<file path="src/hw/rtl/dla_pkg.sv">
package dla_pkg;

    typedef enum logic [2:0] {
        ST_ACTIVE   = 3'd0,
        ST_OFFLINE  = 3'd1,
        ST_STALE    = 3'd2,
        ST_ARCHIVED = 3'd3,
        ST_DELETED  = 3'd4
    } t_state;

    typedef enum logic [1:0] {
        FN_OBSERVE  = 2'd0,
        FN_CTRL_OK  = 2'd1,
        FN_CTRL_BAD = 2'd2,
        FN_MAINT    = 2'd3
    } t_func;

    localparam logic [1:0] RET_NORMAL    = 2'd0;
    localparam logic [1:0] RET_TEMPORARY = 2'd1;
    localparam logic [1:0] RET_PINNED    = 2'd2;

    localparam logic [1:0] EV_NONE     = 2'd0;
    localparam logic [1:0] EV_ARCHIVED = 2'd1;
    localparam logic [1:0] EV_DELETED  = 2'd2;

    localparam logic [1:0] CFG_OFFLINE = 2'd0;
    localparam logic [1:0] CFG_STALE   = 2'd1;
    localparam logic [1:0] CFG_ARCHIVE = 2'd2;
    localparam logic [1:0] CFG_PURGE   = 2'd3;

    localparam logic [31:0] OFFLINE_RST = 32'd300;
    localparam logic [31:0] STALE_RST   = 32'd3600;
    localparam logic [31:0] ARCHIVE_RST = 32'd86400;
    localparam logic [31:0] PURGE_RST   = 32'd604800;

    // temporary retention divides every timeout by four
    localparam int TEMP_SHIFT = 2;

    typedef struct packed {
        logic [31:0] offline_after;
        logic [31:0] stale_after;
        logic [31:0] archive_after;
        logic [31:0] purge_after;
    } t_thresh;

    typedef struct packed {
        logic [1:0]  func;
        logic [2:0]  cur_state;
        logic [1:0]  retention;
        logic [31:0] seen_time;
        logic [31:0] archive_time;
        logic [31:0] now_time;
        logic [31:0] seen_count;
        logic [31:0] used_count;
        logic [31:0] failed_count;
        logic [31:0] revision_in;
        logic        online_in;
    } t_rec_in;

    typedef struct packed {
        logic [2:0]  new_state;
        logic [31:0] seen_time_out;
        logic [31:0] archive_time_out;
        logic [31:0] success_time_out;
        logic        success_time_valid;
        logic [31:0] modified_time;
        logic [31:0] seen_count_out;
        logic [31:0] used_count_out;
        logic [31:0] failed_count_out;
        logic [31:0] revision_out;
        logic        online_out;
        logic [1:0]  event_out;
    } t_rec_out;

endpackage

</file>
<file path="src/hw/rtl/device_lifecycle_aging.sv">
// a word passes through the input register and then the result register
// throughput: one word per cycle while i_out_ready holds; the critical path is one 33-bit
// subtract and compare against the selected timeout in the update stage
// reset (synchronous, active low) empties both pipeline stages and loads the
// four timeouts with their defaults (300, 3600, 86400, 604800 s)
module device_lifecycle_aging (
    input  logic        i_clk,
    input  logic        i_rst_n,

    // configuration write port
    input  logic        i_cfg_we,
    input  logic [1:0]  i_cfg_idx,
    input  logic [31:0] i_cfg_data,

    // input word channel
    input  logic        i_in_valid,
    output logic        o_in_ready,
    input  logic [1:0]  i_func,
    input  logic [2:0]  i_cur_state,
    input  logic [1:0]  i_retention,
    input  logic [31:0] i_seen_time,
    input  logic [31:0] i_archive_time,
    input  logic [31:0] i_now_time,
    input  logic [31:0] i_seen_count,
    input  logic [31:0] i_used_count,
    input  logic [31:0] i_failed_count,
    input  logic [31:0] i_revision_in,
    input  logic        i_online_in,

    // result word channel
    output logic        o_out_valid,
    input  logic        i_out_ready,
    output logic [2:0]  o_new_state,
    output logic [31:0] o_seen_time_out,
    output logic [31:0] o_archive_time_out,
    output logic [31:0] o_success_time_out,
    output logic        o_success_time_valid,
    output logic [31:0] o_modified_time,
    output logic [31:0] o_seen_count_out,
    output logic [31:0] o_used_count_out,
    output logic [31:0] o_failed_count_out,
    output logic [31:0] o_revision_out,
    output logic        o_online_out,
    output logic [1:0]  o_event_out
);

    // timeout registers
    dla_pkg::t_thresh  r_thr;

    // input register stage
    logic              r_s1_valid;
    dla_pkg::t_rec_in  r_s1;

    // result register stage
    logic              r_out_valid;
    dla_pkg::t_rec_out r_out;

    dla_pkg::t_rec_in  in_rec;
    dla_pkg::t_rec_out upd_rec;
    logic              in_take;
    logic              out_load;

    // result stage frees up when empty or when its word leaves this cycle;
    // the input stage may refill whenever its word moves on
    assign out_load   = r_s1_valid && (!r_out_valid || i_out_ready);
    assign o_in_ready = !r_s1_valid || out_load;
    assign in_take    = i_in_valid && o_in_ready;

    assign in_rec = '{
        func:         i_func,
        cur_state:    i_cur_state,
        retention:    i_retention,
        seen_time:    i_seen_time,
        archive_time: i_archive_time,
        now_time:     i_now_time,
        seen_count:   i_seen_count,
        used_count:   i_used_count,
        failed_count: i_failed_count,
        revision_in:  i_revision_in,
        online_in:    i_online_in
    };

    // configuration writes, taken at any time
    always_ff @(posedge i_clk) begin
        if (!i_rst_n) begin
            r_thr.offline_after <= dla_pkg::OFFLINE_RST;
            r_thr.stale_after   <= dla_pkg::STALE_RST;
            r_thr.archive_after <= dla_pkg::ARCHIVE_RST;
            r_thr.purge_after   <= dla_pkg::PURGE_RST;
        end else if (i_cfg_we) begin
            unique case (i_cfg_idx)
                dla_pkg::CFG_OFFLINE: r_thr.offline_after <= i_cfg_data;
                dla_pkg::CFG_STALE:   r_thr.stale_after   <= i_cfg_data;
                dla_pkg::CFG_ARCHIVE: r_thr.archive_after <= i_cfg_data;
                dla_pkg::CFG_PURGE:   r_thr.purge_after   <= i_cfg_data;
                default:              r_thr.purge_after   <= r_thr.purge_after;
            endcase
        end
    end

    // stage valid flags
    always_ff @(posedge i_clk) begin
        if (!i_rst_n) begin
            r_s1_valid  <= 1'b0;
            r_out_valid <= 1'b0;
        end else begin
            if (o_in_ready) begin
                r_s1_valid <= i_in_valid;
            end
            if (!r_out_valid || i_out_ready) begin
                r_out_valid <= r_s1_valid;
            end
        end
    end

    // payload registers, no reset needed
    always_ff @(posedge i_clk) begin
        if (in_take) begin
            r_s1 <= in_rec;
        end
        if (out_load) begin
            r_out <= upd_rec;
        end
    end

    // record update between the two register stages
    dla_update u_update (
        .i_rec (r_s1),
        .i_thr (r_thr),
        .o_rec (upd_rec)
    );

    assign o_out_valid          = r_out_valid;
    assign o_new_state          = r_out.new_state;
    assign o_seen_time_out      = r_out.seen_time_out;
    assign o_archive_time_out   = r_out.archive_time_out;
    assign o_success_time_out   = r_out.success_time_out;
    assign o_success_time_valid = r_out.success_time_valid;
    assign o_modified_time      = r_out.modified_time;
    assign o_seen_count_out     = r_out.seen_count_out;
    assign o_used_count_out     = r_out.used_count_out;
    assign o_failed_count_out   = r_out.failed_count_out;
    assign o_revision_out       = r_out.revision_out;
    assign o_online_out         = r_out.online_out;
    assign o_event_out          = r_out.event_out;

    // an accepted word always lands in the input stage
    a_take_lands: assert property (@(posedge i_clk) disable iff (!i_rst_n)
        in_take |=> r_s1_valid)
        else $error("accepted word lost before the update stage");

    // a word held in the input stage keeps its contents
    a_s1_hold: assert property (@(posedge i_clk) disable iff (!i_rst_n)
        (r_s1_valid && !out_load) |=> (r_s1_valid && $stable(r_s1)))
        else $error("input stage word changed while stalled");

    // archive event only with the archived state and a fresh archive stamp
    a_arch_event: assert property (@(posedge i_clk) disable iff (!i_rst_n)
        (r_out_valid && r_out.event_out == dla_pkg::EV_ARCHIVED) |->
        (r_out.new_state == dla_pkg::ST_ARCHIVED &&
         r_out.archive_time_out == r_out.modified_time))
        else $error("archive event without archiving");

    // a delete event (which also bumps the revision) lands in soft deleted with no success stamp
    a_del_event: assert property (@(posedge i_clk) disable iff (!i_rst_n)
        (r_out_valid && r_out.event_out == dla_pkg::EV_DELETED) |->
        (r_out.new_state == dla_pkg::ST_DELETED && !r_out.success_time_valid))
        else $error("delete event without soft delete");

endmodule

</file>
<file path="src/hw/rtl/dla_update.sv">
module dla_update (
    input  dla_pkg::t_rec_in  i_rec,
    input  dla_pkg::t_thresh  i_thr,
    output dla_pkg::t_rec_out o_rec
);

    logic [31:0] thr_raw;
    logic [31:0] thr;
    logic [31:0] stamp;
    logic [32:0] diff;
    logic        due;
    logic        pinned;
    logic        moved;

    // timeout and time stamp that apply to the current state
    always_comb begin
        thr_raw = i_thr.offline_after;
        stamp   = i_rec.seen_time;
        case (i_rec.cur_state)
            dla_pkg::ST_OFFLINE:  thr_raw = i_thr.stale_after;
            dla_pkg::ST_STALE:    thr_raw = i_thr.archive_after;
            dla_pkg::ST_ARCHIVED: begin
                thr_raw = i_thr.purge_after;
                stamp   = i_rec.archive_time;
            end
            default:              thr_raw = i_thr.offline_after;
        endcase
    end

    assign thr    = (i_rec.retention == dla_pkg::RET_TEMPORARY) ?
                    (thr_raw >> dla_pkg::TEMP_SHIFT) : thr_raw;
    assign diff   = {1'b0, i_rec.now_time} - {1'b0, stamp};
    // never-set stamp counts as zero elapsed; a future stamp never expires
    assign due    = (stamp == 32'd0) ? (thr == 32'd0) :
                    (!diff[32] && (diff[31:0] >= thr));
    assign pinned = (i_rec.retention == dla_pkg::RET_PINNED);

    always_comb begin
        o_rec                    = '0;
        o_rec.new_state          = i_rec.cur_state;
        o_rec.seen_time_out      = i_rec.seen_time;
        o_rec.archive_time_out   = i_rec.archive_time;
        o_rec.seen_count_out     = i_rec.seen_count;
        o_rec.used_count_out     = i_rec.used_count;
        o_rec.failed_count_out   = i_rec.failed_count;
        o_rec.online_out         = i_rec.online_in;
        o_rec.event_out          = dla_pkg::EV_NONE;
        moved                    = 1'b0;
        case (i_rec.func)
            dla_pkg::FN_OBSERVE, dla_pkg::FN_CTRL_OK: begin
                if (i_rec.func == dla_pkg::FN_OBSERVE) begin
                    o_rec.seen_time_out  = i_rec.now_time;
                    o_rec.seen_count_out = i_rec.seen_count + 32'd1;
                end else begin
                    o_rec.success_time_out   = i_rec.now_time;
                    o_rec.success_time_valid = 1'b1;
                    o_rec.used_count_out     = i_rec.used_count + 32'd1;
                end
                o_rec.modified_time = i_rec.now_time;
                o_rec.online_out    = 1'b1;
                if (i_rec.cur_state == dla_pkg::ST_OFFLINE ||
                    i_rec.cur_state == dla_pkg::ST_STALE ||
                    i_rec.cur_state == dla_pkg::ST_ARCHIVED) begin
                    o_rec.new_state = dla_pkg::ST_ACTIVE;
                    moved           = 1'b1;
                end
            end
            dla_pkg::FN_CTRL_BAD: begin
                o_rec.failed_count_out = i_rec.failed_count + 32'd1;
                o_rec.modified_time    = i_rec.now_time;
            end
            default: begin
                case (i_rec.cur_state)
                    dla_pkg::ST_ACTIVE: begin
                        if (due) begin
                            o_rec.online_out = 1'b0;
                            o_rec.new_state  = dla_pkg::ST_OFFLINE;
                            moved            = 1'b1;
                        end
                    end
                    dla_pkg::ST_OFFLINE: begin
                        if (due) begin
                            o_rec.new_state = dla_pkg::ST_STALE;
                            moved           = 1'b1;
                        end
                    end
                    dla_pkg::ST_STALE: begin
                        if (due && !pinned) begin
                            o_rec.archive_time_out = i_rec.now_time;
                            o_rec.new_state        = dla_pkg::ST_ARCHIVED;
                            o_rec.event_out        = dla_pkg::EV_ARCHIVED;
                            moved                  = 1'b1;
                        end
                    end
                    dla_pkg::ST_ARCHIVED: begin
                        if (due && !pinned) begin
                            o_rec.new_state = dla_pkg::ST_DELETED;
                            o_rec.event_out = dla_pkg::EV_DELETED;
                            moved           = 1'b1;
                        end
                    end
                    default: moved = 1'b0;
                endcase
                if (moved) begin
                    o_rec.modified_time = i_rec.now_time;
                end
            end
        endcase
        o_rec.revision_out = moved ? (i_rec.revision_in + 32'd1) : i_rec.revision_in;
    end

endmodule
</file>
<file path="config.mk">
export PLATFORM = sky130hd
export DESIGN_NAME = device_lifecycle_aging
export DESIGN_NICKNAME = d
export VERILOG_FILES = /design/src/hw/rtl/dla_pkg.sv /design/src/hw/rtl/device_lifecycle_aging.sv /design/src/hw/rtl/dla_update.sv
export SDC_FILE = /design/constraint.sdc
export NUM_CORES = 1
export LEC_CHECK = 0
export BUFFER_PORTS_ARGS = -buffer_cell sky130_fd_sc_hd__buf_2
export CAP_MARGIN = 0
export CORE_MARGIN = 5
export CORE_UTILIZATION = 44
export CTS_BUF_LIST = sky130_fd_sc_hd__clkbuf_16
export DETAILED_ROUTE_END_ITERATION = 10
export GPL_TIMING_DRIVEN = 0
export PLACE_DENSITY = 0.66
export SLEW_MARGIN = 20
export SYNTH_ARGS = -nofsm -noshare
export SYNTH_HDL_FRONTEND = slang
export SYNTH_HIERARCHICAL = 1
export SYNTH_SLANG_ARGS = --single-unit
</file>
<file path="constraint.sdc">
create_clock -name i_clk -period 17.9 [get_ports i_clk]
set_clock_uncertainty 0.1 [all_clocks]
set_input_delay 0.895 -clock i_clk [delete_from_list [all_inputs] [get_ports i_clk]]
set_output_delay 0.895 -clock i_clk [all_outputs]
set_load 0.05 [all_outputs]
</file>
# Word level (Yosys, flattened, before mapping)
# Cells that the tools add are included.
# word_totals
inputBits	271
elab_cells	108
register_bits	625
output_inout_bits	265
# op_classes
n_lt_le_gt_ge	1
reduce_logical	26
bitwise	1
eq_ne	10
addsub	5
muxes	36
# op_table
cell	n
32-bit two-way mux	13
32-bit by 1-bit adder with 32-bit output, second input constant	4
32-bit case mux with 3 select lines	1
32-bit zero test	2
64-bit two-way mux	1
32-bit by 32-bit subtractor with 33-bit output	1
32-bit >= comparator	1
3-bit two-way mux	5
3-bit case mux with 4 select lines	1
1-bit two-way mux	9
2-bit equality test, second input constant	4
2-bit AND reduction	4
2-bit OR reduction	4
2-bit by 1-bit equality test with 1-bit output, second input constant	3
3-bit by 2-bit equality test with 1-bit output, second input constant	2
1-bit case mux with 2 select lines	3
3-bit case mux with 2 select lines	1
1-bit logical AND	4
1-bit zero test	4
2-bit zero test	2
1-bit logical OR	4
2-bit case mux with 2 select lines	1
3-bit by 1-bit equality test with 1-bit output, second input constant	1
3-bit zero test	1
other kinds (3)	3

# Logic depth before layout (Yosys ltp)
# Gate-level depths: netlist of the first run.
# depth
word_depth	12
depth_mapped	31
mapped_depth_nobuf	26

# Cells and area by module
# Netlist of the first run, hierarchy kept.
# modules_own_cells
module	cells_each	instances	seq_area_each_um2	area_per_inst_um2
device_lifecycle_aging	977	1	17466.8	19831.5
dla_update	1197	1	0.0	8504.4

# Worst setup path before layout of the first run
# Ideal clock, no wire load.
# synth_timing
kind	input -> register
startpoint	input i_out_ready
endpoint	register r_out (netlist bit o_archive_time_out[0]) (enable)
setup_time_ns	0.924
t_required_ns	16.876
t_arrival_ns	12.568
path_buffers	0
path_slack_ns	4.308
stages	2
cell_sequence	nor2b_1 nor2b_1
# synth_via
elab_chain_cells	2
# synth_lines
element	line_no	text
start, declared	device_lifecycle_aging.sv:32	input logic i_out_ready,
1-bit logical OR	device_lifecycle_aging.sv:65	assign out_load = r_s1_valid && (!r_out_valid || i_out_ready);
1-bit logical AND	device_lifecycle_aging.sv:65	
named net out_load	device_lifecycle_aging.sv:61	logic out_load;
end signal, assigned	device_lifecycle_aging.sv:122	r_out <= upd_rec;
end, declared	device_lifecycle_aging.sv:56	dla_pkg::t_rec_out r_out;
# The timed path passes the listed nets, and every way through them passes these cells.
# A chain may end at the register's enable or synchronous reset.

==> flow_summary.ini, run 1 <==
[global_route]
grtUsageTotal_pct = 24.5
grt-ovfl-total = 0
grt_pass1_vias = 20647
grt_pass1_wl_microns = 131000
grt_max_degree = 30
grt_antenna_before_repair = 18

[critical_path]
path_common_cell = o211ai_1
slowest_stage = buf_1
crit_required_ns = 18.15
r2r-start = r_s1[227]
critPathCaptureType = flop
critPathMaxStageDelay_ns = 0.81
startpoint_type = flop
r2r_cells = 27
worstReg2RegEnd = o_archive_time_out[15]
critPathLaunch = r_s1[227]
crit_end = o_archive_time_out[15]
critPathArrivalTime_ns = 9.33
path_max_fanout = 10
criticalPathCategory = reg2reg
r2r_slack_ns = 8.82

[timing]
fin_crit_sh_pct = 50.7
rsz0062_at_grt = no
max_slew_margin_pct = 23.9
min_period_ns = 9.08
worst_pin_slew_ns = 1.14
finalSetupViolations = 0
final.setup.worst_slack_ns = 8.82
slew_violations = 0
holdWs_ns = 0.349
hold_viol = 0
max_freq_ghz = 0.110

[placed_design]
portBuffers = 534
place_hpwl_microns = 68600
gp_congestion = 0.925
dp_worst_setup_slack_ns = 8.74

[final_layout]
final_util_pct = 54.5
final_common_cell = buf_2
finalNetCount = 3140
register_area_sq_um = 17500
final_cell_mix = 569 x buf_2, 495 x edfxtp_1, 239 x nand2_1
multiInputGateArea_sq_um = 10300
syn_to_final_growth_pct = 23.4
fillCellCount = 5381
drive_gt1_share_pct = 27.1

[die]
die_x_microns = 264
die_y_microns = 264
io_pins = 536
initial_utilization_pct = 44.2
die_area_sq_um = 69600
fp-row-count = 93
core-area_sq_um = 64100

[clock_network]
cts_buffers = 71
clk_pin_slew_ns = 0.06
ctsResizeCount = 0
clock_latency_ns = 0.62
hold_buffers = 0
cts_buffer_depth = 3
clock_sinks = 625
post_cts_buffers = 0
htreeDepth = 3
root_buffer = clkbuf_16
cts_tree = yes

[pwr]
ir_drop_mv = 0.0893
p_per_area_nw_per_um2 = 103
p_leak_nw = 14.1
power_mw = 3.60

[synthesis]
synth_warnings = 6
synth_seq_cells = 625
ys_types = 80
postSynth.asyncResetShare_pct = 0
synth_cells = 2174
synth_seq_area_share_pct = 61.6
ys.flop_type = edfxtp_1
yosys.area.top_type = edfxtp_1
synth_area_leaders = edfxtp_1 52%, dfxtp_1 9.2%, mux2i_1 6.1%
postSynthAreaPerCell_sq_um = 13.0
netlist.area_leader.share_pct = 52.5
synth_edf_count = 495
syn_nets = 2509
netlist_area_sq_um = 28300

[route]
drt_iter0_drc = 1842
post_drt_wl_per_cell_microns = 24.0
via_per_inst = 5.54
routed_wl_microns = 89700
vias = 20667
drt.antenna.violating_nets = 0
drtPass1Iterations = 5
drc = 0

[job]
cap_violations = 0

[min_path]
hold_class = in2reg

[status]
status = complete, no violations
## sequential cells by signal (all words and copies together) (netlist names), 2 cells and up
signal and cells:
r_s1 232, o_success_time_out 32, r_thr 128, o_archive_time_out 32, o_used_count_out 32, o_new_state 3, o_seen_count_out 32, o_modified_time 32
o_event_out 2, o_revision_out 32, o_failed_count_out 32, o_seen_time_out 32
## layer usage
| metal | share of wire, % | track usage, % | up-vias |
|---|---|---|---|
| met1 | 41 | 31.2 | 10188 |
| li1 | - | - | 9375 |
| met2 | 48 | 41.2 | 899 |
| met5 | 0.039 | 0 | - |
| met4 | 4.0 | 9.85 | 6 |
| met3 | 7.2 | 5.22 | 199 |
## final cells by class
class | instances | share of cell area [%]
flip-flops and latches | 625 | 49.9
multi-input cells | 1415 | 29.3
repair buffers | 558 | 9.35
clock buffers | 72 | 5.15
well taps | 855 | 3.06
plain buffers | 100 | 1.49
clock inverters | 58 | 1.20
inverters | 34 | 0.365
diodes | 15 | 0.107
## synth_stat cells (35+ instances only)
master    number
dfxtp_1      130
xor2_1        41
xnor2_1      117
a21oi_1       64
clkbuf_1      39
buf_2         35
mux2_2        48
ha_1          63
and3_1        43
nor2_1        79
and2_1        73
nand3_1       51
edfxtp_1     495
nand4_1       45
nor2b_1       35
nand2_1      239
mux2i_1      174
## cell families (layout without fill, tap and decap cells)
| kind of cell | after synthesis | count (layout) | synth area share [%] |
|---|---|---|---|
| mux | 257 | 257 | 9.45 |
| buf+inv | 134 | 822 | 2.29 |
| fa+ha+maj | 67 | 67 | 2.96 |
| xor+xnor | 158 | 158 | 4.88 |
| other cells | 0 | 15 | 0 |
| compound gates | 267 | 267 | 6.62 |
| flops | 625 | 625 | 61.6 |
| simple gates | 666 | 666 | 12.2 |
## stage by stage
| step | cells | TNS (ns) | instance area (sq um) |
|---|---|---|---|
| 2_1_floorplan | 2174 | 0 | 28300 |
| 3_3_place_gp | 3563 | -577.42 | 32100 |
| 3_5_place_dp | 3587 | 0 | 32700 |
| 4_1_cts | 3717 | 0 | 34900 |
| 5_1_grt | 3730 | 0 | 35000 |
| 6_report | 3732 | 0 | 35000 |
## how the worst min path moves through the flow
stage | startpoint | endpoint | slack [ns] | cells after the start
after CTS | i_revision_in[28] | r_s1[29] | 0.30 | 1
final | i_revision_in[24] | r_s1[25] | 0.35 | 1
after floorplan | r_thr[81] | r_thr[81] | 0.33 | 2
after detailed placement | r_thr[85] | r_thr[85] | 0.35 | 2
after global placement | r_thr[83] | r_thr[83] | 0.34 | 2
after global routing | i_archive_time[18] | r_s1[179] | 0.32 | 1
## power by group
group	total, mW	switching, mW	internal (mW)
logic	0.525	0.339	0.186
registers	1.70	0.0483	1.65
clock network	1.37	0.602	0.772
total	3.60	0.989	2.61
## critical path, delay by kind of cell (launching register included)
kind                     cells  cell delay (ns)
AO/OA/AOI/OAI               15             3.70
buffers and inverters        4             2.27
AND/OR/NAND/NOR              3             0.75
multiplexers                 2             0.69
adder cells (fa/ha/maj)      2             0.61
flip-flops                   1             0.50
XOR/XNOR                     1             0.18
Power figures use the tool's default switching activity.
==> run 2, diff against run 1 <==
--- a/config.mk
+++ b/config.mk
@@ -5,6 +5,7 @@
 export SDC_FILE = /design/constraint.sdc
 export NUM_CORES = 1
 export LEC_CHECK = 0
+export ABC_AREA = 1
 export BUFFER_PORTS_ARGS = -buffer_cell sky130_fd_sc_hd__buf_2
 export CAP_MARGIN = 0
 export CORE_MARGIN = 5
==> constraint.sdc (replaced) <==
create_clock -name i_clk -period 9.45 [get_ports i_clk]
set_clock_uncertainty 0.1 [all_clocks]
set_input_delay 0.4725 -clock i_clk [delete_from_list [all_inputs] [get_ports i_clk]]
set_output_delay 0.4725 -clock i_clk [all_outputs]
set_load 0.05 [all_outputs]
==> run 2 against run 1 <==
Against the previous run: register-to-register slack worse by 6.0 ns; cell area up 8.7%; routed wire length up 8.5%; area after synthesis up 2.9%; via count up 19%; sequential power up 90%; cell count up 30%; clock-buffer cell count up 2; die area up 2.8%; largest power group unchanged.
==> flow_summary.ini, run 2 <==
[status]
status = complete, no violations

[placed_design]
gp_congestion = 0.911
place_hpwl_microns = 72100
placed_cells = 4474
portBuffers = 532

[clock_network]
hold_buffers = 233
post_cts_buffers = 0
ctsResizeCount = 0
clock_latency_ns = 0.61
cts_buffers = 71
cts_buffer_depth = 3
clk_pin_slew_ns = 0.06
htreeDepth = 3
cts_tree = yes
clock_sinks = 625
root_buffer = clkbuf_16

[critical_path]
critPathBufInv = 10
crit_required_ns = 9.69
criticalPathCategory = reg2reg
cpLargestDelayFamily = simple AND/OR/NAND/NOR gates
startpoint_type = flop
critPathCaptureType = flop
path_common_cell = nand2_1
critPathMaxStageDelay_ns = 0.51
slowest_stage = edfxtp_1
critPathArrivalTime_ns = 6.90
path_max_fanout = 10

[synthesis]
synth_seq_cells = 625
postSynthAreaPerCell_sq_um = 9.52
netlist_area_sq_um = 29200
postSynth.asyncResetShare_pct = 0
synth_cells = 3062
netlist.area_leader.share_pct = 51.0
ys_types = 47
ys.flop_type = edfxtp_1
syn_nets = 3397
yosysMostFrequentCell = nand2_1
synth_area_leaders = edfxtp_1 51%, nand2_1 10%, dfxtp_1 8.9%
yosys.area.top_type = edfxtp_1
synth_edf_count = 495
synth_seq_area_share_pct = 59.9
synth_warnings = 6
synth_commonest_cells = 800 x nand2_1, 495 x edfxtp_1, 370 x nor2_1, 320 x inv_1, 185 x nand3_1

[timing]
max_freq_ghz = 0.150
slew_violations = 0
hold_viol = 0
finalSetupViolations = 0
fin_crit_sh_pct = 70.4
max_slew_margin_pct = 22.3
worst_pin_slew_ns = 1.16
min_period_ns = 6.66
rsz0062_at_grt = no

[route]
drtPass1Iterations = 6
via_per_inst = 5.06
routed_wl_microns = 97400
post_drt_wl_per_cell_microns = 20.1
vias = 24508
drt.antenna.violating_nets = 0
drc = 0
drt_iter0_drc = 2477

[final_layout]
syn_to_final_growth_pct = 30.4
fillCellCount = 5663
final_cell_mix = 800 x nand2_1, 569 x buf_2, 495 x edfxtp_1
regMostFlops = r_s1
top_regs = r_s1: 232 flops, r_thr: 128 flops
layoutNonFillerInstCount = 4840
drive_gt1_share_pct = 18.0
largest_reg_flops = 232
final_util_pct = 57.8
finalNetCount = 4251
final_common_cell = nand2_1

[global_route]
grt-ovfl-total = 0
grt_antenna_before_repair = 3
top_usage_layer = met2
grtUsageMet2_pct = 42.0
grt_use_met1_pct = 35.5
grt_pass1_wl_microns = 141000
met3_usage_pct = 4.69
grt_pass1_vias = 23680
grtUsageTotal_pct = 26.0
grt_max_degree = 105

[die]
fp-row-count = 94
die_x_microns = 267
die_y_microns = 267
core-area_sq_um = 65700
io_pins = 536
initial_utilization_pct = 44.4
die_area_sq_um = 71500

[job]
cap_violations = 0

[min_path]
hold_class = in2reg

[pwr]
pwr-share-comb_pct = 16.3
seqPwrFrac_pct = 45.2
p_int_mw = 5.13
p_leak_nw = 16.8
p_sw_share_pct = 28.2
p_per_area_nw_per_um2 = 188
power.switching_mw = 2.01
power.share.clock_pct = 38.5
ir_drop_mv = 0.151
==> run 2: layout make-up <==
| class | count | area (sq um) | area share [%] |
|---|---|---|---|
| antenna | 4 | 10.0 | 0.0263 |
| buffer | 106 | 538 | 1.42 |
| clock buffer | 74 | 1850 | 4.87 |
| clock inverter | 55 | 468 | 1.23 |
| inverter | 326 | 1230 | 3.24 |
| multi-input combinational | 2005 | 9950 | 26.2 |
| sequential | 625 | 17500 | 45.9 |
| tap | 864 | 1080 | 2.84 |
| timing repair buffer | 781 | 5420 | 14.3 |
==> run 2: through the flow <==
step	setup WS, ns	power [mW]	setup TNS (ns)	area, sq um	hold WS, ns
6_report	2.79	7.14	0	38000	0.0347
5_1_grt	2.31	7.43	0	38000	0.0130
4_1_cts	2.89	7.17	0	38000	0.00324
3_5_place_dp	2.91	4.35	0	33400	0.337
3_3_place_gp	-3.35	4.35	-860.31	32900	0.332
2_1_floorplan	0.700	4.00	0	29200	0.321
==> run 2: worst register-to-register path, delay by kind of cell, from the launching register on <==
family / cells / cell delay, ns
flip-flops: 1 / 0.51
adder cells (fa/ha/maj): 3 / 0.67
buffers and inverters: 10 / 1.45
AO/OA/AOI/OAI: 5 / 1.12
AND/OR/NAND/NOR: 21 / 2.53
==> run 2: kinds of logic after synthesis <==
group | Yosys count | synth area share [%]
and+or+nand+nor | 1511 | 21.5
DFF | 625 | 59.9
adders and majority gates | 64 | 2.77
muxes | 4 | 0.137
AOI/OAI and AO/OA | 276 | 5.20
buffers and inverters | 432 | 6.04
xor gates and xnor gates | 150 | 4.50
==> run 2: per-layer routing <==
| metal | share of wire, % | up-vias |
|---|---|---|
| li1 | - | 11836 |
| met1 | 42 | 11431 |
| met2 | 46 | 1044 |
| met3 | 7.7 | 197 |
| met4 | 3.8 | 0 |
| met5 | 0 | - |
==> run 2: final timing paths <==
path | start | end | depth (start not counted) | slack (ns)
worst min register to register | r_thr[40] | r_thr[40] | 2 | 0.35
worst max-delay path | r_s1[229] | o_archive_time_out[24] | 39 | 2.79
worst min-delay path | i_archive_time[3] | r_s1[164] | 1 | 0.03
worst max register to register | r_s1[229] | o_archive_time_out[24] | 39 | 2.79
==> run 2: power groups by stage <==
stage / clock network (mW) / registers, mW / logic, mW
after floorplan: 0 / 3.48 / 0.518
after global placement: 0 / 3.32 / 1.03
after global routing: 2.91 / 3.24 / 1.27
after CTS: 2.79 / 3.23 / 1.15
after detailed placement: 0 / 3.28 / 1.07
final: 2.75 / 3.23 / 1.17
